`src/rtl/pfdm_pkg.sv`:
```
// Package for the pulse frequency and duty meter.
// Holds widths, register indexes, reset values, enum types and the
// command and status structs shared by the controller and the datapath.
package pfdm_pkg;

  localparam int COUNT_WIDTH = 16;
  localparam int FREQ_W      = 28;
  localparam int TMO_W       = 32;
  localparam int DUTY_W      = 7;
  localparam int CFG_IDX_W   = 1;
  localparam int CFG_DATA_W  = 32;

  localparam int PROD_W    = COUNT_WIDTH + DUTY_W;
  localparam int DVD_W     = (PROD_W > FREQ_W) ? PROD_W : FREQ_W;
  localparam int DIV_CNT_W = $clog2(DVD_W);

  localparam logic [CFG_IDX_W-1:0] CFG_CLOCK_RATE   = 1'd0;
  localparam logic [CFG_IDX_W-1:0] CFG_IDLE_TIMEOUT = 1'd1;

  localparam logic [FREQ_W-1:0] CLOCK_RATE_RST   = 28'd120000000;
  localparam logic [TMO_W-1:0]  IDLE_TIMEOUT_RST = 32'd65535;
  localparam logic [DUTY_W-1:0] PCT_SCALE        = 7'd100;
  localparam logic [DUTY_W-1:0] DUTY_MAX         = 7'd100;

  localparam logic REPORT_MEAS  = 1'b0;
  localparam logic REPORT_NOSIG = 1'b1;

  typedef enum logic [1:0] {
    PH_WAIT_RISE  = 2'd0,
    PH_WAIT_FALL  = 2'd1,
    PH_WAIT_RISE2 = 2'd2
  } phase_t;

  typedef enum logic [2:0] {
    ST_IDLE      = 3'd0,
    ST_FREQ_GO   = 3'd1,
    ST_FREQ_WAIT = 3'd2,
    ST_DUTY_GO   = 3'd3,
    ST_DUTY_WAIT = 3'd4,
    ST_EMIT      = 3'd5
  } ctrl_state_t;

  typedef struct packed {
    logic step_en;
    logic div_start;
    logic div_sel_duty;
    logic freq_load;
    logic duty_load;
    logic out_load;
  } ctrl_cmd_t;

  typedef struct packed {
    logic step_meas;
    logic step_nosig;
    logic div_done;
    logic out_free;
  } dp_status_t;

endpackage

```
`src/rtl/pwm_frequency_duty_meter.sv`:
```
// Top level of the pulse frequency and duty meter.
// Joins the controller pfdm_ctrl and the datapath pfdm_dp; uses pfdm_pkg.
//
//   Channel  Direction  Handshake          Payload
//   in_      input      in_valid/in_stall   in_signal_level
//   out_     output     out_valid/out_stall out_report_kind, out_frequency_hz,
//                                           out_duty_percent, out_level_now
//   cfg_     input      cfg_we              cfg_index, cfg_data
//
// A sample that completes no report leaves the controller idle, so samples stream
// at one per clock while no report is in progress. A no-signal report stalls the
// input in the emit state until the output register is free. A completed
// measurement runs two divisions on the shared divider, one quotient bit per cycle.
// Reset is synchronous and active low and restores the register defaults.
// A stalled output keeps its transaction; one more report may be staged behind it.
module pwm_frequency_duty_meter (
  input  logic                               clk,
  input  logic                               rst_n,
  input  logic                               cfg_we,
  input  logic [pfdm_pkg::CFG_IDX_W-1:0]     cfg_index,
  input  logic [pfdm_pkg::CFG_DATA_W-1:0]    cfg_data,
  input  logic                               in_valid,
  output logic                               in_stall,
  input  logic                               in_signal_level,
  output logic                               out_valid,
  input  logic                               out_stall,
  output logic                               out_report_kind,
  output logic [pfdm_pkg::FREQ_W-1:0]        out_frequency_hz,
  output logic [pfdm_pkg::DUTY_W-1:0]        out_duty_percent,
  output logic                               out_level_now
);
  import pfdm_pkg::*;

  ctrl_cmd_t  cmd;
  dp_status_t status;

  pfdm_ctrl u_ctrl (
    .clk      (clk),
    .rst_n    (rst_n),
    .in_valid (in_valid),
    .in_stall (in_stall),
    .status   (status),
    .cmd      (cmd)
  );

  pfdm_dp u_dp (
    .clk              (clk),
    .rst_n            (rst_n),
    .cfg_we           (cfg_we),
    .cfg_index        (cfg_index),
    .cfg_data         (cfg_data),
    .in_signal_level  (in_signal_level),
    .out_stall        (out_stall),
    .out_valid        (out_valid),
    .out_report_kind  (out_report_kind),
    .out_frequency_hz (out_frequency_hz),
    .out_duty_percent (out_duty_percent),
    .out_level_now    (out_level_now),
    .cmd              (cmd),
    .status           (status)
  );

endmodule

```
`src/rtl/pfdm_div.sv`:
```
// Iterative restoring divider for the meter, one quotient bit per cycle.
// Depends on pfdm_pkg for the dividend and count widths.
module pfdm_div (
  input  logic                               clk,
  input  logic                               rst_n,
  input  logic                               start,
  input  logic [pfdm_pkg::DVD_W-1:0]         dividend,
  input  logic [pfdm_pkg::COUNT_WIDTH-1:0]   divisor,
  output logic                               done,
  output logic [pfdm_pkg::DVD_W-1:0]         quotient
);
  import pfdm_pkg::*;

  logic                   busy_r, busy_nxt;
  logic                   done_r, done_nxt;
  logic [DIV_CNT_W-1:0]   cnt_r, cnt_nxt;
  logic [DVD_W-1:0]       dvd_r, dvd_nxt;
  logic [COUNT_WIDTH-1:0] rem_r, rem_nxt;
  logic [COUNT_WIDTH-1:0] dsr_r, dsr_nxt;
  logic [COUNT_WIDTH:0]   rem_sh;
  logic [COUNT_WIDTH:0]   rem_diff;
  logic                   q_bit;

  always_comb begin
    rem_sh   = {rem_r, dvd_r[DVD_W-1]};
    rem_diff = rem_sh - {1'b0, dsr_r};
    q_bit    = (rem_sh >= {1'b0, dsr_r});
    busy_nxt = busy_r;
    done_nxt = 1'b0;
    cnt_nxt  = cnt_r;
    dvd_nxt  = dvd_r;
    rem_nxt  = rem_r;
    dsr_nxt  = dsr_r;
    if (start) begin
      busy_nxt = 1'b1;
      cnt_nxt  = DIV_CNT_W'(DVD_W - 1);
      dvd_nxt  = dividend;
      rem_nxt  = '0;
      dsr_nxt  = divisor;
    end else if (busy_r) begin
      dvd_nxt = {dvd_r[DVD_W-2:0], q_bit};
      rem_nxt = q_bit ? rem_diff[COUNT_WIDTH-1:0] : rem_sh[COUNT_WIDTH-1:0];
      cnt_nxt = cnt_r - 1'b1;
      if (cnt_r == '0) begin
        busy_nxt = 1'b0;
        done_nxt = 1'b1;
      end
    end
  end

  always_ff @(posedge clk) begin
    if (!rst_n) begin
      busy_r <= 1'b0;
      done_r <= 1'b0;
      cnt_r  <= '0;
    end else begin
      busy_r <= busy_nxt;
      done_r <= done_nxt;
      cnt_r  <= cnt_nxt;
    end
  end

  always_ff @(posedge clk) begin
    dvd_r <= dvd_nxt;
    rem_r <= rem_nxt;
    dsr_r <= dsr_nxt;
  end

  assign done     = done_r;
  assign quotient = dvd_r;

  a_start_idle: assert property (@(posedge clk) disable iff (!rst_n)
    start |-> !busy_r)
    else $error("divider started while busy");

  a_done_after_busy: assert property (@(posedge clk) disable iff (!rst_n)
    done_r |-> $past(busy_r) && !busy_r)
    else $error("divider done without a running division");

endmodule

```
`src/rtl/pfdm_ctrl.sv`:
```
// Controller state machine for the meter: sequences step acceptance,
// the two divisions and the hand-off to the output register. Uses pfdm_pkg.
module pfdm_ctrl (
  input  logic                   clk,
  input  logic                   rst_n,
  input  logic                   in_valid,
  output logic                   in_stall,
  input  pfdm_pkg::dp_status_t   status,
  output pfdm_pkg::ctrl_cmd_t    cmd
);
  import pfdm_pkg::*;

  ctrl_state_t state_r, state_nxt;

  always_comb begin
    state_nxt = state_r;
    case (state_r)
      ST_IDLE: begin
        if (in_valid) begin
          if (status.step_meas) begin
            state_nxt = ST_FREQ_GO;
          end else if (status.step_nosig) begin
            state_nxt = ST_EMIT;
          end
        end
      end
      ST_FREQ_GO:   state_nxt = ST_FREQ_WAIT;
      ST_FREQ_WAIT: if (status.div_done) state_nxt = ST_DUTY_GO;
      ST_DUTY_GO:   state_nxt = ST_DUTY_WAIT;
      ST_DUTY_WAIT: if (status.div_done) state_nxt = ST_EMIT;
      ST_EMIT:      if (status.out_free) state_nxt = ST_IDLE;
      default:      state_nxt = ST_IDLE;
    endcase
  end

  always_comb begin
    cmd      = '0;
    in_stall = 1'b1;
    case (state_r)
      ST_IDLE: begin
        in_stall    = 1'b0;
        cmd.step_en = in_valid;
      end
      ST_FREQ_GO: begin
        cmd.div_start = 1'b1;
      end
      ST_FREQ_WAIT: begin
        cmd.freq_load = status.div_done;
      end
      ST_DUTY_GO: begin
        cmd.div_start    = 1'b1;
        cmd.div_sel_duty = 1'b1;
      end
      ST_DUTY_WAIT: begin
        cmd.duty_load = status.div_done;
      end
      ST_EMIT: begin
        cmd.out_load = status.out_free;
      end
      default: begin
        cmd = '0;
      end
    endcase
  end

  always_ff @(posedge clk) begin
    if (!rst_n) begin
      state_r <= ST_IDLE;
    end else begin
      state_r <= state_nxt;
    end
  end

  a_freq_then_duty: assert property (@(posedge clk) disable iff (!rst_n)
    (state_r == ST_FREQ_WAIT && status.div_done) |=> state_r == ST_DUTY_GO)
    else $error("duty division did not follow frequency division");

  a_meas_starts_div: assert property (@(posedge clk) disable iff (!rst_n)
    (cmd.step_en && status.step_meas) |=> cmd.div_start && !cmd.div_sel_duty)
    else $error("completed measurement did not start the frequency division");

endmodule

```
`src/rtl/pfdm_dp.sv`:
```
// Datapath of the meter: edge capture, tick and idle counters, configuration
// registers, the shared divider, result staging and the output register.
// Depends on pfdm_pkg and pfdm_div.
module pfdm_dp (
  input  logic                                clk,
  input  logic                                rst_n,
  input  logic                                cfg_we,
  input  logic [pfdm_pkg::CFG_IDX_W-1:0]      cfg_index,
  input  logic [pfdm_pkg::CFG_DATA_W-1:0]     cfg_data,
  input  logic                                in_signal_level,
  input  logic                                out_stall,
  output logic                                out_valid,
  output logic                                out_report_kind,
  output logic [pfdm_pkg::FREQ_W-1:0]         out_frequency_hz,
  output logic [pfdm_pkg::DUTY_W-1:0]         out_duty_percent,
  output logic                                out_level_now,
  input  pfdm_pkg::ctrl_cmd_t                 cmd,
  output pfdm_pkg::dp_status_t                status
);
  import pfdm_pkg::*;

  logic [FREQ_W-1:0]      clock_rate_r;
  logic [TMO_W-1:0]       timeout_r;
  phase_t                 phase_r, phase_nxt;
  logic [COUNT_WIDTH-1:0] tick_r;
  logic [COUNT_WIDTH-1:0] first_rise_r, first_rise_nxt;
  logic [COUNT_WIDTH-1:0] fall_r, fall_nxt;
  logic                   prev_level_r;
  logic [TMO_W-1:0]       idle_r, idle_nxt;
  logic [COUNT_WIDTH-1:0] period_r, high_r;
  logic                   res_kind_r;
  logic [FREQ_W-1:0]      res_freq_r;
  logic [DUTY_W-1:0]      res_duty_r;
  logic                   res_level_r;
  logic                   out_valid_r;
  logic                   out_kind_r;
  logic [FREQ_W-1:0]      out_freq_r;
  logic [DUTY_W-1:0]      out_duty_r;
  logic                   out_level_r;

  logic                   rise, fall, done_meas, meas_ok, nosig;
  logic [COUNT_WIDTH-1:0] period, high;
  logic [TMO_W-1:0]       idle_inc;
  logic [PROD_W-1:0]      prod;
  logic [DVD_W-1:0]       div_dividend;
  logic [DVD_W-1:0]       div_quotient;
  logic                   div_done;
  logic [DUTY_W-1:0]      duty_sat;

  always_comb begin
    rise           = in_signal_level && !prev_level_r;
    fall           = !in_signal_level && prev_level_r;
    period         = tick_r - first_rise_r;
    high           = fall_r - first_rise_r;
    meas_ok        = (period != '0) && (high != '0);
    done_meas      = 1'b0;
    phase_nxt      = phase_r;
    first_rise_nxt = first_rise_r;
    fall_nxt       = fall_r;
    case (phase_r)
      PH_WAIT_FALL: begin
        if (fall) begin
          fall_nxt  = tick_r;
          phase_nxt = PH_WAIT_RISE2;
        end
      end
      PH_WAIT_RISE2: begin
        if (rise) begin
          done_meas = 1'b1;
          phase_nxt = PH_WAIT_RISE;
        end
      end
      default: begin
        if (rise) begin
          first_rise_nxt = tick_r;
          phase_nxt      = PH_WAIT_FALL;
        end else begin
          phase_nxt = PH_WAIT_RISE;
        end
      end
    endcase
    idle_inc = idle_r + 1'b1;
    nosig    = !done_meas && (idle_inc >= timeout_r);
    idle_nxt = (done_meas || nosig) ? '0 : idle_inc;
  end

  assign prod         = PROD_W'(high_r) * PROD_W'(PCT_SCALE);
  assign div_dividend = cmd.div_sel_duty ? DVD_W'(prod) : DVD_W'(clock_rate_r);
  assign duty_sat     = (div_quotient > DVD_W'(DUTY_MAX)) ? DUTY_MAX
                                                          : div_quotient[DUTY_W-1:0];

  pfdm_div u_div (
    .clk      (clk),
    .rst_n    (rst_n),
    .start    (cmd.div_start),
    .dividend (div_dividend),
    .divisor  (period_r),
    .done     (div_done),
    .quotient (div_quotient)
  );

  always_ff @(posedge clk) begin
    if (!rst_n) begin
      clock_rate_r <= CLOCK_RATE_RST;
      timeout_r    <= IDLE_TIMEOUT_RST;
      phase_r      <= PH_WAIT_RISE;
      tick_r       <= '0;
      first_rise_r <= '0;
      fall_r       <= '0;
      prev_level_r <= 1'b0;
      idle_r       <= '0;
      out_valid_r  <= 1'b0;
    end else begin
      if (cfg_we) begin
        case (cfg_index)
          CFG_CLOCK_RATE:   clock_rate_r <= cfg_data[FREQ_W-1:0];
          CFG_IDLE_TIMEOUT: timeout_r    <= cfg_data[TMO_W-1:0];
          default:          timeout_r    <= timeout_r;
        endcase
      end
      if (cmd.step_en) begin
        phase_r      <= phase_nxt;
        tick_r       <= tick_r + 1'b1;
        first_rise_r <= first_rise_nxt;
        fall_r       <= fall_nxt;
        prev_level_r <= in_signal_level;
        idle_r       <= idle_nxt;
      end
      if (cmd.out_load) begin
        out_valid_r <= 1'b1;
      end else if (!out_stall) begin
        out_valid_r <= 1'b0;
      end
    end
  end

  always_ff @(posedge clk) begin
    if (cmd.step_en && done_meas && meas_ok) begin
      period_r    <= period;
      high_r      <= high;
      res_kind_r  <= REPORT_MEAS;
      res_level_r <= in_signal_level;
    end else if (cmd.step_en && nosig) begin
      res_kind_r  <= REPORT_NOSIG;
      res_freq_r  <= '0;
      res_duty_r  <= '0;
      res_level_r <= in_signal_level;
    end
    if (cmd.freq_load) begin
      res_freq_r <= div_quotient[FREQ_W-1:0];
    end
    if (cmd.duty_load) begin
      res_duty_r <= duty_sat;
    end
    if (cmd.out_load) begin
      out_kind_r  <= res_kind_r;
      out_freq_r  <= res_freq_r;
      out_duty_r  <= res_duty_r;
      out_level_r <= res_level_r;
    end
  end

  always_comb begin
    status.step_meas  = done_meas && meas_ok;
    status.step_nosig = nosig;
    status.div_done   = div_done;
    status.out_free   = !out_valid_r || !out_stall;
  end

  assign out_valid        = out_valid_r;
  assign out_report_kind  = out_kind_r;
  assign out_frequency_hz = out_freq_r;
  assign out_duty_percent = out_duty_r;
  assign out_level_now    = out_level_r;

  a_load_when_free: assert property (@(posedge clk) disable iff (!rst_n)
    cmd.out_load |-> (!out_valid_r || !out_stall))
    else $error("output register overwritten while a transaction is pending");

  a_duty_only_meas: assert property (@(posedge clk) disable iff (!rst_n)
    cmd.duty_load |-> res_kind_r == REPORT_MEAS)
    else $error("duty written into a no-signal report");

endmodule
```
`config.mk`:
```
export PLATFORM = sky130hd
export DESIGN_NAME = pwm_frequency_duty_meter
export DESIGN_NICKNAME = d
export VERILOG_FILES = /design/src/rtl/pfdm_pkg.sv /design/src/rtl/pwm_frequency_duty_meter.sv /design/src/rtl/pfdm_div.sv /design/src/rtl/pfdm_ctrl.sv /design/src/rtl/pfdm_dp.sv
export SDC_FILE = /design/constraint.sdc
export NUM_CORES = 1
export LEC_CHECK = 0
export BUFFER_PORTS_ARGS = -buffer_cell sky130_fd_sc_hd__buf_2
export CAP_MARGIN = 10
export CORE_MARGIN = 8
export CORE_UTILIZATION = 45
export CTS_BUF_LIST = sky130_fd_sc_hd__clkbuf_8
export CTS_CLUSTER_SIZE = 28
export DETAILED_ROUTE_END_ITERATION = 12
export HOLD_SLACK_MARGIN = 0.12
export PLACE_DENSITY_LB_ADDON = 0.2
export SYNTH_ARGS = -nofsm -noshare
export SYNTH_HDL_FRONTEND = slang
export SYNTH_HIERARCHICAL = 1
export SYNTH_SLANG_ARGS = --single-unit
```
`constraint.sdc`:
```
create_clock -name clk -period 7.6 [get_ports clk]
set_clock_uncertainty 0.15 [all_clocks]
set_input_delay 1.52 -clock clk [delete_from_list [all_inputs] [get_ports clk]]
set_output_delay 1.52 -clock clk [all_outputs]
set_load 0.03 [all_outputs]
```
==> flow_metrics.env <==
export IMPL_min_period_ns=5.454
export IMPL_core_rowCount=73
export IMPL_ant_nets=0
export IMPL_slew_headroom_pct=26.02
export IMPL_die_h_microns=215.1
export IMPL_fp_coreArea_sq_um=39460
export IMPL_utilization_pct=49.85
export IMPL_route_detailed_drc=0
export IMPL_synth_top_cell_area_share_pct=25.08
export IMPL_rsz0062_at_grt="no"
export IMPL_synth_cell_area_sq_um=17840
export IMPL_synth_area_top_cells="edfxtp_1, dfxtp_1, ha_1"
export IMPL_p_per_area_nw_per_um2=192.0
export IMPL_place_congestion=0.8638
export IMPL_vias=13310
export IMPL_ys_dominant_reg_cell="dfxtp_1"
export IMPL_io_buffers=77
export IMPL_layout_drive_gt1_share_pct=12.20
export IMPL_finalMaxSlewViolations=0
export IMPL_timing_rr_start="u_dp/idle_r[0]"
export IMPL_wl_met3_microns=2151
export IMPL_status="completed"
export IMPL_synth_common_cells="nand2_1, dfxtp_1, a21oi_1"
export IMPL_cts_setup_buffers=0
export IMPL_synth_edf_count=149
export IMPL_drtIter0Drc=909
export IMPL_syn_avg_cell_area_sq_um=9.569
export IMPL_cts_buffers=55
export IMPL_grt_overflow=0
export IMPL_tightest_slew_ns=1.109
export IMPL_grtUsageTotal_pct=17.11
export IMPL_fill_cells=3788
export IMPL_hold_depth=0
export IMPL_ctsLongestPathBuffers=3
export IMPL_seq_area_frac_synth_pct=44.28
export IMPL_hpwl_microns=29420
export IMPL_drt_met1_wl_microns=19670
export IMPL_nNetsFinal=2116
export IMPL_initial_core_util_pct=45.21
export IMPL_worst_r2r_cell_count=18
export IMPL_crit_fanout=24
export IMPL_num_antenna_cells=0
export IMPL_drt_first_pass_iters=5
export IMPL_critPathKind="reg -> reg"
export IMPL_dr_max_layer_used="met5"
export IMPL_viasPerCell=5.341
export IMPL_grt_pass1_wl_microns=65730
export IMPL_holdBufCountCts=0
export IMPL_grt_pass1_vias=12730
export IMPL_cts_tree="yes"
export IMPL_startpoint_type="flip-flop"
export IMPL_syn_to_final_growth_pct=10.27
export IMPL_post_drt_wl_per_cell_microns=16.33
export IMPL_num_io_pins=78
export IMPL_leakage_nw=8.263
export IMPL_ys_ff_latch=320
export IMPL_crit_arrival_ns=5.66
export IMPL_max_freq_mhz=183.4
export IMPL_synth_nets=2053
export IMPL_synthCells=1864
export IMPL_cts_htree_levels=2
export IMPL_end_kind="flip-flop"
export IMPL_clock_latency_ns=0.67
export IMPL_die_x_microns=215.1
export IMPL_r2r_end="u_dp/res_freq_r[3]"
export IMPL_cts_sinks=320
export IMPL_hold_viol=0
export IMPL_die_area_sq_um=46260
export IMPL_antenna_found_initial=1
export IMPL_wl_met2_microns=18050
export IMPL_yosysWarnings=6
export IMPL_ff2ff_setup_slack_ns=2.15
export IMPL_cts_repair_resized=0
export IMPL_path_clk_slew_ns=0.06
export IMPL_crit_start="u_dp/idle_r[0]"
export IMPL_yosysTopAreaCell="edfxtp_1"
export IMPL_min_path_type="reg -> reg"
export IMPL_cp_data_required_time_ns=7.80
export IMPL_synthMostInstantiatedCell="nand2_1"
export IMPL_grt_max_degree=59
export IMPL_async_flop_share_pct=0
export IMPL_clock_tree_root_cell="clkbuf_8"
export IMPL_setup_violations=0
export IMPL_crit_path_end="u_dp/res_freq_r[3]"
export IMPL_ir_drop_mv=0.1146
export IMPL_maxCapViolations=0
export IMPL_synth_cell_types=91
export IMPL_routed_wl_microns=40700
export IMPL_period_share_pct=71.76
export IMPL_setup_tns_ns=0
==> worst min path at each step <==
| stage | startpoint | to |
|---|---|---|
| detailed placement | u_dp/res_freq_r[24] | u_dp/out_frequency_hz[24] |
| CTS | u_dp/period_r[7] | u_dp/u_div/dsr_r[7] |
| finish | u_dp/period_r[7] | u_dp/u_div/dsr_r[7] |
| floorplan | u_dp/res_duty_r[0] | u_dp/out_duty_percent[0] |
| global route | u_dp/res_freq_r[20] | u_dp/out_frequency_hz[20] |
| global placement | u_dp/period_r[0] | u_dp/u_div/dsr_r[0] |
==> registers in the layout, indices dropped and copies added (netlist names), 28 cells and up <==
name / cells
u_dp/timeout_r: 32
u_dp/idle_r: 32
u_dp/res_freq_r: 28
u_dp/u_div/quotient: 28
u_dp/clock_rate_r: 28
u_dp/out_frequency_hz: 28
==> critical path, stage by stage, from the launching register on <==
cell and delay (ns):
dfxtp_1 0.41, ha_1 0.26, and3_1 0.27, nand4_1 0.24, nor3_1 0.52, nand3_1 0.23, or2_1 0.32, nor2_1 0.25
nand3_1 0.13, xnor2_1 0.17, ha_1 0.30, and3_1 0.14, nand3_1 0.09, nor2_1 0.15, nand3_1 0.13, or2_1 0.25
a211oi_2 0.51, or2_1 0.40, buf_16 0.22
==> cell usage in the layout (no fill, tap or decap), types with 6 or more instances in the layout <==
master,Yosys,routed
clkbuf_8,0,61
nor2_1,101,100
inv_1,154,180
ha_1,136,136
nand2_1,250,250
a31o_1,21,21
edfxtp_1,149,149
or2_1,7,7
fa_1,14,14
a21oi_1,158,158
and2_1,43,43
nand2b_1,15,15
or3_1,9,9
o21ai_0,24,24
nor2b_1,18,17
mux2_2,45,45
o31a_1,6,6
o21a_1,11,11
nand4b_1,10,10
nand4_1,19,19
nand3_1,71,71
buf_2,5,77
nor3_1,30,29
a21o_1,33,33
and3_1,21,20
xnor2_1,50,50
xor2_1,41,41
o211ai_1,31,31
dfxtp_1,171,171
buf_4,2,10
o21ai_1,13,13
or4_1,12,12
==> kinds of logic (layout without fill, tap and decap cells) <==
| logic type | after synthesis | in the layout | share of synthesized area [%] |
|---|---|---|---|
| XOR/XNOR | 93 | 93 | 4.651 |
| AO/OA/AOI/OAI | 375 | 375 | 14.14 |
| buffers and inverters | 241 | 344 | 5.380 |
| flip-flops | 320 | 320 | 44.28 |
| multiplexers | 51 | 51 | 3.248 |
| adder cells (fa/ha/maj) | 150 | 150 | 11.11 |
| AND/OR/NAND/NOR | 634 | 634 | 17.19 |
==> layout make-up <==
| cell class | instances | area [sq um] | share of cell area (%) |
|---|---|---|---|
| Clock buffer | 61 | 839.6 | 4.268 |
| Clock inverter | 36 | 198.9 | 1.011 |
| Inverter | 159 | 596.8 | 3.034 |
| Multi-Input combinational cell | 1303 | 8991 | 45.71 |
| Sequential cell | 320 | 7898 | 40.15 |
| Tap cell | 525 | 656.9 | 3.340 |
| Timing Repair Buffer | 88 | 488.0 | 2.481 |
==> stage by stage <==
| stage | setup slack, ns | total power [mW] | cells | cell area (sq um) | hold WS (ns) |
|---|---|---|---|---|---|
| floorplan | 2.650 | 2.216 | 1864 | 17840 | 0.2503 |
| global placement | 1.887 | 2.324 | 2394 | 18600 | 0.2528 |
| global route | 1.729 | 3.952 | 2492 | 19670 | 0.2719 |
| finish | 2.146 | 3.776 | 2492 | 19670 | 0.2616 |
| detailed placement | 1.724 | 2.331 | 2394 | 18600 | 0.2545 |
| CTS | 1.695 | 3.833 | 2491 | 19640 | 0.2613 |
==> report_power, final <==
part | leakage (nW) | internal, mW | switching (mW) | total, mW
combinational | 4.87 | 0.169 | 0.263 | 0.433
clock | 0.631 | 0.773 | 0.704 | 1.48
sequential | 2.76 | 1.83 | 0.0321 | 1.87
total | 8.26 | 2.78 | 1.00 | 3.78
==> layer usage <==
metal  track usage (%)  up-vias
li1                  -     6708
met1             23.89     6265
met2             26.68      279
met3             3.202       55
met4             5.175        2
met5                 0        -
(Power assumes the default switching activity.)
